$ cat src/rtl/spu_pkg.sv
// Shared types and constants for the swarm particle position update pipeline.
package spu_pkg;

    // Configuration register indexes
    localparam logic [1:0] REG_INERTIA   = 2'd0;
    localparam logic [1:0] REG_SOCIAL    = 2'd1;
    localparam logic [1:0] REG_COGNITIVE = 2'd2;
    localparam logic [1:0] REG_FRACTION  = 2'd3;

    // Reset values of the configuration registers
    localparam logic [15:0] INERTIA_RESET   = 16'd2048;
    localparam logic [15:0] SOCIAL_RESET    = 16'd8192;
    localparam logic [15:0] COGNITIVE_RESET = 16'd6144;
    localparam logic [15:0] FRACTION_RESET  = 16'd9830;

    // Boundary case codes
    localparam logic [1:0] BC_INSIDE = 2'd0;
    localparam logic [1:0] BC_BELOW  = 2'd1;
    localparam logic [1:0] BC_ABOVE  = 2'd2;

    // Reciprocals for division by 100 (31-bit operand) and by 10 (31-bit operand)
    localparam logic [31:0] RECIP_100 = 32'd2748779070;
    localparam int          SHIFT_100 = 38;
    localparam logic [30:0] RECIP_10  = 31'd1717986919;
    localparam int          SHIFT_10  = 34;

    // Register stages from an accepted start to its done strobe
    localparam int PIPE_DEPTH = 5;

    // Clamped step handed from the step stages to the reflection stages
    typedef struct packed {
        logic               valid;
        logic signed [31:0] x;
        logic        [30:0] b;
        logic signed [31:0] step;
        logic               limited;
    } spu_step_t;

endpackage

$ cat src/rtl/spu_reflect.sv
// Two-stage pipeline applying the step, reflecting at the bounds and saturating.
module spu_reflect
    import spu_pkg::*;
#(
    parameter int SAT_WIDTH = 32
)
(
    input  logic               clk,
    input  logic               rst_n,
    input  spu_step_t          step_in,
    output logic               done,
    output logic signed [31:0] new_position,
    output logic signed [31:0] new_velocity,
    output logic        [1:0]  boundary_case,
    output logic               step_limited
);

    localparam logic signed [32:0] SAT_HI = (33'sd1 <<< (SAT_WIDTH - 1)) - 33'sd1;
    localparam logic signed [32:0] SAT_LO = -SAT_HI - 33'sd1;

    // Stage 4: candidate position and the two reciprocal products
    logic               s4_valid_reg;
    logic signed [32:0] s4_sum_reg;
    logic signed [31:0] s4_step_reg;
    logic        [30:0] s4_b_reg;
    logic               s4_neg_reg, s4_lim_reg;
    logic        [61:0] s4_q10_reg;
    logic        [62:0] s4_q100_reg;

    logic signed [32:0] s4_sum_next;
    logic        [31:0] step_abs;
    logic        [61:0] s4_q10_next;
    logic        [62:0] s4_q100_next;

    assign s4_sum_next  = 33'(step_in.x) + 33'(step_in.step);
    assign step_abs     = step_in.step[31] ? 32'(-step_in.step) : 32'(step_in.step);
    assign s4_q10_next  = step_abs[30:0] * RECIP_10;
    assign s4_q100_next = step_in.b * RECIP_100;

    always_ff @(posedge clk or negedge rst_n)
    begin
        if (!rst_n)
        begin
            s4_valid_reg <= 1'b0;
        end
        else
        begin
            s4_valid_reg <= step_in.valid;
        end
    end

    always_ff @(posedge clk)
    begin
        s4_sum_reg  <= s4_sum_next;
        s4_step_reg <= step_in.step;
        s4_b_reg    <= step_in.b;
        s4_neg_reg  <= step_in.step[31];
        s4_lim_reg  <= step_in.limited;
        s4_q10_reg  <= s4_q10_next;
        s4_q100_reg <= s4_q100_next;
    end

    // Stage 5: choose the case and saturate
    logic               done_reg;
    logic signed [31:0] pos_reg, vel_reg;
    logic        [1:0]  bc_reg;
    logic               lim_reg;

    logic        [27:0] q10;
    logic        [24:0] q100;
    logic signed [32:0] bounce_vel, np_raw, nv_raw;
    logic signed [31:0] pos_next, vel_next;
    logic        [1:0]  bc_next;

    assign q10        = s4_q10_reg[61:SHIFT_10];
    assign q100       = s4_q100_reg[62:SHIFT_100];
    // velocity reverses: minus the step divided by ten, truncated toward zero
    assign bounce_vel = s4_neg_reg ? signed'({5'd0, q10}) : -signed'({5'd0, q10});

    always_comb
    begin
        if (s4_sum_reg < 33'sd0)
        begin
            np_raw  = signed'({8'd0, q100});
            nv_raw  = bounce_vel;
            bc_next = BC_BELOW;
        end
        else if (s4_sum_reg > signed'({2'b00, s4_b_reg}))
        begin
            np_raw  = signed'({2'b00, s4_b_reg});
            nv_raw  = bounce_vel;
            bc_next = BC_ABOVE;
        end
        else
        begin
            np_raw  = s4_sum_reg;
            nv_raw  = 33'(s4_step_reg);
            bc_next = BC_INSIDE;
        end

        if (np_raw > SAT_HI)
            pos_next = SAT_HI[31:0];
        else if (np_raw < SAT_LO)
            pos_next = SAT_LO[31:0];
        else
            pos_next = np_raw[31:0];

        if (nv_raw > SAT_HI)
            vel_next = SAT_HI[31:0];
        else if (nv_raw < SAT_LO)
            vel_next = SAT_LO[31:0];
        else
            vel_next = nv_raw[31:0];
    end

    always_ff @(posedge clk or negedge rst_n)
    begin
        if (!rst_n)
        begin
            done_reg <= 1'b0;
        end
        else
        begin
            done_reg <= s4_valid_reg;
        end
    end

    always_ff @(posedge clk)
    begin
        pos_reg <= pos_next;
        vel_reg <= vel_next;
        bc_reg  <= bc_next;
        lim_reg <= s4_lim_reg;
    end

    assign done          = done_reg;
    assign new_position  = pos_reg;
    assign new_velocity  = vel_reg;
    assign boundary_case = bc_reg;
    assign step_limited  = lim_reg;

endmodule

$ cat config.mk
export PLATFORM = sky130hd
export DESIGN_NAME = spu_reflect
export DESIGN_NICKNAME = d
export VERILOG_FILES = /design/src/rtl/spu_pkg.sv /design/src/rtl/spu_reflect.sv
export SDC_FILE = /design/constraint.sdc
export NUM_CORES = 2
export LEC_CHECK = 0
export CORE_UTILIZATION = 60
export CTS_BUF_LIST = sky130_fd_sc_hd__clkbuf_16
export CTS_CLUSTER_DIAMETER = 60
export DETAILED_ROUTE_END_ITERATION = 12
export DONT_BUFFER_PORTS = 1
export GPL_TIMING_DRIVEN = 1
export PLACE_DENSITY_LB_ADDON = 0.25
export SLEW_MARGIN = 5
export SYNTH_ARGS = -nofsm -noshare
export SYNTH_HDL_FRONTEND = slang
export SYNTH_SLANG_ARGS = --single-unit
$ cat constraint.sdc
create_clock -name clk -period 3.62 [get_ports clk]
set_input_delay 1.086 -clock clk [delete_from_list [all_inputs] [get_ports clk]]
set_output_delay 1.086 -clock clk [all_outputs]
set_load 0.02 [all_outputs]
==> out/qor.csv <==
stage;metric;value;unit
routing;dr.pass1.iters;7;
critical_path;max_stage_delay;0.59;ns
cells_and_area;drive_gt1_share;19.9;%
cells_and_area;largest_reg_flops;33;
placed_design;gp_congestion;1.03;
global_route;globalRoute.totalOverflow;0;
synth;async_flop_share;0.913;%
placed_design;dp_hpwl;107000;um
sta;achievable-frequency;0.110;GHz
sta;rsz0062_at_grt;true;
synth;synth_edf_count;0;
sta;hold_violations;0;
synth;yosys.area.top_type_share;37.8;%
synth;ys_seq_area_share;10.8;%
global_route;grt_pass1_vias;32700;
cells_and_area;final_nets;6327;
critical_path;crit_required;4.10;ns
synth;synthDistinctLibCells;78;
cts;clock_latency;0.56;ns
placed_design;postPlaceCellArea;46900;um^2
critical_path;regToRegEndpoint;new_position[21]$_SDFF_PN1_;
cells_and_area;final_util;72.8;%
floorplan;die_h;262;um
synth;yosysWarnings;0;
cts;clockBufferDepth;3;
routing;drt_iter0_markers;1969;
global_route;met2_usage;56.7;%
global_route;top_usage_layer;met2;
global_route;grt.total_usage;36.1;%
cells_and_area;area_growth;20.2;%
floorplan;core.rowCount;95;
sta;fin_skew;0.0314;ns
floorplan;initial_core_util;60.6;%
sta;slew_viol_final;0;
critical_path;crit_type;primary input to flop;
routing;ant_nets;0;
run;drv_cap;0;
synth;syn_area_per_cell;10.1;um^2
critical_path;r2r_setup_slack;0.23;ns
critical_path;arrival;9.58;ns
synth;synth_flop_cell;dfxtp_1;
synth;synth_area_leaders;fa_1 38%, ha_1 24%, inv_1 11%;
synth;ys_ff_latch;219;
global_route;grt_max_degree;60;
critical_path;slowest_stage;fa_1;
critical_path;rr_startpoint;s4_b_reg[7]$_DFF_P_;
global_route;use_met1;50.4;%
floorplan;die-area;68900;um^2
critical_path;crit_top_cell;fa_1;
sta;tightest_slew;0.951;ns
routing;routedWlPerCell;21.9;um
cts;cts_hold_buffers;0;
cts;clkSlewWorstSetupHoldPaths;0.06;ns
synth;synthCells;4039;
min_path;hp-class;primary input to asynchronous set/reset pin;
synth;synth_top_area_cell;fa_1;
cells_and_area;fill_cells;4900;
sta;fin_crit_sh;251;%
synth;syn-num-nets;5684;
global_route;met3_usage;7.25;%
critical_path;end_kind;flop;
routing;totalWireLength;122000;um
cts;numCtsBuffers;23;
cts;cts_sinks;219;
cells_and_area;fin_area;48900;um^2
floorplan;dieWidth;262;um
sta;setup_viol;53;
cts;cts_root_buf;clkbuf_16;
cts;cts.htree.levels;1;
cells_and_area;multiInputGateArea;33400;um^2
global_route;grt_antenna_before_repair;13;
synth;syn-cell-area;40700;um^2
sta;worst_slack;-5.47;ns
sta;finalCriticalPeriod;9.09;ns
status;status;finished, violations left;
cts;cts_tree;yes;
floorplan;core-area;67200;um^2
routing;avgViaCountPerCell;5.48;
routing;dr_total_vias;30600;
floorplan;io_pins;167;
status;violations;setup timing;
global_route;grt_pass1_wl;187000;um
routing;drc;0;
placed_design;port_buffers;0;
cells_and_area;ff_latch_area;4400;um^2
sta;slew-limit-headroom;36.2;%
critical_path;crit_fanout;5;
critical_path;cp-start-kind;primary input;
critical_path;r2r_cells;13;
area by class of cell:
type / instances / area share [%]
antenna: 5 / 0.0256
multi-input combinational: 2630 / 68.2
clock buffer: 23 / 1.18
clock inverter: 18 / 0.312
inverter: 1161 / 8.91
tap: 873 / 2.23
timing repair buffer: 647 / 10.1
sequential: 219 / 8.98
worst max-delay path by stage:
stage	from	end	cells past startpoint
after floorplan	step_in[10]	s4_q10_reg[60]$_DFF_P_	32
after global placement	step_in[10]	s4_q10_reg[60]$_DFF_P_	30
after detailed placement	step_in[10]	s4_q10_reg[60]$_DFF_P_	31
after CTS	step_in[10]	s4_q10_reg[60]$_DFF_P_	30
after global routing	step_in[10]	s4_q10_reg[60]$_DFF_P_	31
final	step_in[10]	s4_q10_reg[60]$_DFF_P_	30
synth_stat cells, types with 4 or more instances:
| cell | n |
|---|---|
| dfxtp_1 | 217 |
| maj3_1 | 10 |
| a221oi_1 | 7 |
| clkbuf_1 | 22 |
| nor2_1 | 132 |
| inv_1 | 1160 |
| a21o_1 | 79 |
| xnor2_1 | 99 |
| or3_1 | 8 |
| nand3_1 | 27 |
| nand4_1 | 19 |
| o41ai_1 | 6 |
| mux2_2 | 15 |
| and3_1 | 16 |
| o21a_1 | 21 |
| o211ai_1 | 8 |
| buf_1 | 4 |
| or4_1 | 6 |
| and2_1 | 11 |
| nor4_1 | 9 |
| nand2_1 | 112 |
| o31a_1 | 5 |
| xor2_1 | 47 |
| nor3_1 | 30 |
| o2111ai_1 | 4 |
| o21ai_0 | 106 |
| nand2b_1 | 11 |
| a21oi_1 | 158 |
| a211oi_1 | 15 |
| nor2b_1 | 19 |
| mux2i_1 | 5 |
| o21bai_1 | 11 |
| a31oi_1 | 16 |
| o31ai_1 | 9 |
| or2_2 | 5 |
| ha_1 | 778 |
| a211o_1 | 4 |
| fa_1 | 768 |
cell families (layout without fill, tap and decap cells):
group	count (synthesis)	count (layout)	synth area share, %
buffers and inverters	1190	1849	11.0
muxes	20	20	0.538
DFF	219	219	10.8
and+or+nand+nor	425	425	5.08
xor gates and xnor gates	146	146	3.14
other	1	6	0.00922
AOI/OAI and AO/OA	482	482	7.48
adders and majority gates	1556	1556	62.0
layer usage:
metal  up-vias  wire, um  share of wire [%]
met4        14      4390                3.6
met2      1119     55700                 46
li1      13900         -                  -
met3       210     10500                8.6
met5         -       101              0.083
met1     15300     51300                 42
stage by stage:
| step | hold slack (ns) | cells | setup TNS, ns | setup slack, ns |
|---|---|---|---|---|
| after floorplan | 0.310 | 4039 | -221.84 | -5.69 |
| after global placement | 0.316 | 5497 | -258.29 | -6.06 |
| after detailed placement | 0.315 | 5497 | -262.29 | -6.20 |
| after CTS | 0.205 | 5565 | -220.63 | -5.42 |
| after global routing | 0.200 | 5575 | -235.32 | -5.72 |
| final | 0.220 | 5576 | -224.78 | -5.47 |
cells in the final DEF, fill, tap and decap left out, types with 22 or more instances in the layout:
| cell | count |
|---|---|
| o21ai_0 | 90 |
| dfxtp_1 | 216 |
| xnor2_1 | 92 |
| xor2_1 | 38 |
| buf_4 | 623 |
| ha_1 | 718 |
| nor3_1 | 24 |
| nand2_1 | 106 |
| ha_4 | 56 |
| inv_1 | 1139 |
| a21oi_1 | 135 |
| nand3_1 | 26 |
| inv_2 | 23 |
| fa_1 | 752 |
| a21o_1 | 78 |
| nor2_1 | 124 |
| clkbuf_16 | 23 |
| buf_6 | 22 |
what timing repair did:
action / in CTS / in global routing
setup buffers: 29 / 11
hold endpoints to repair: 0 / 0
resized for setup: 118 / 83
pin swaps: 57 / 57
setup endpoints to repair: 53 / 69
worst max-delay path: cells and delay by family:
family,cells,cell delay (ns)
AO/OA/AOI/OAI,8,1.41
XOR/XNOR,1,0.15
adder cells (fa/ha/maj),9,4.04
buffers and inverters,5,0.28
AND/OR/NAND/NOR,7,2.56
Power is not shown: default switching activity piles up to over one toggle a cycle in this logic, so the estimate is an artifact.
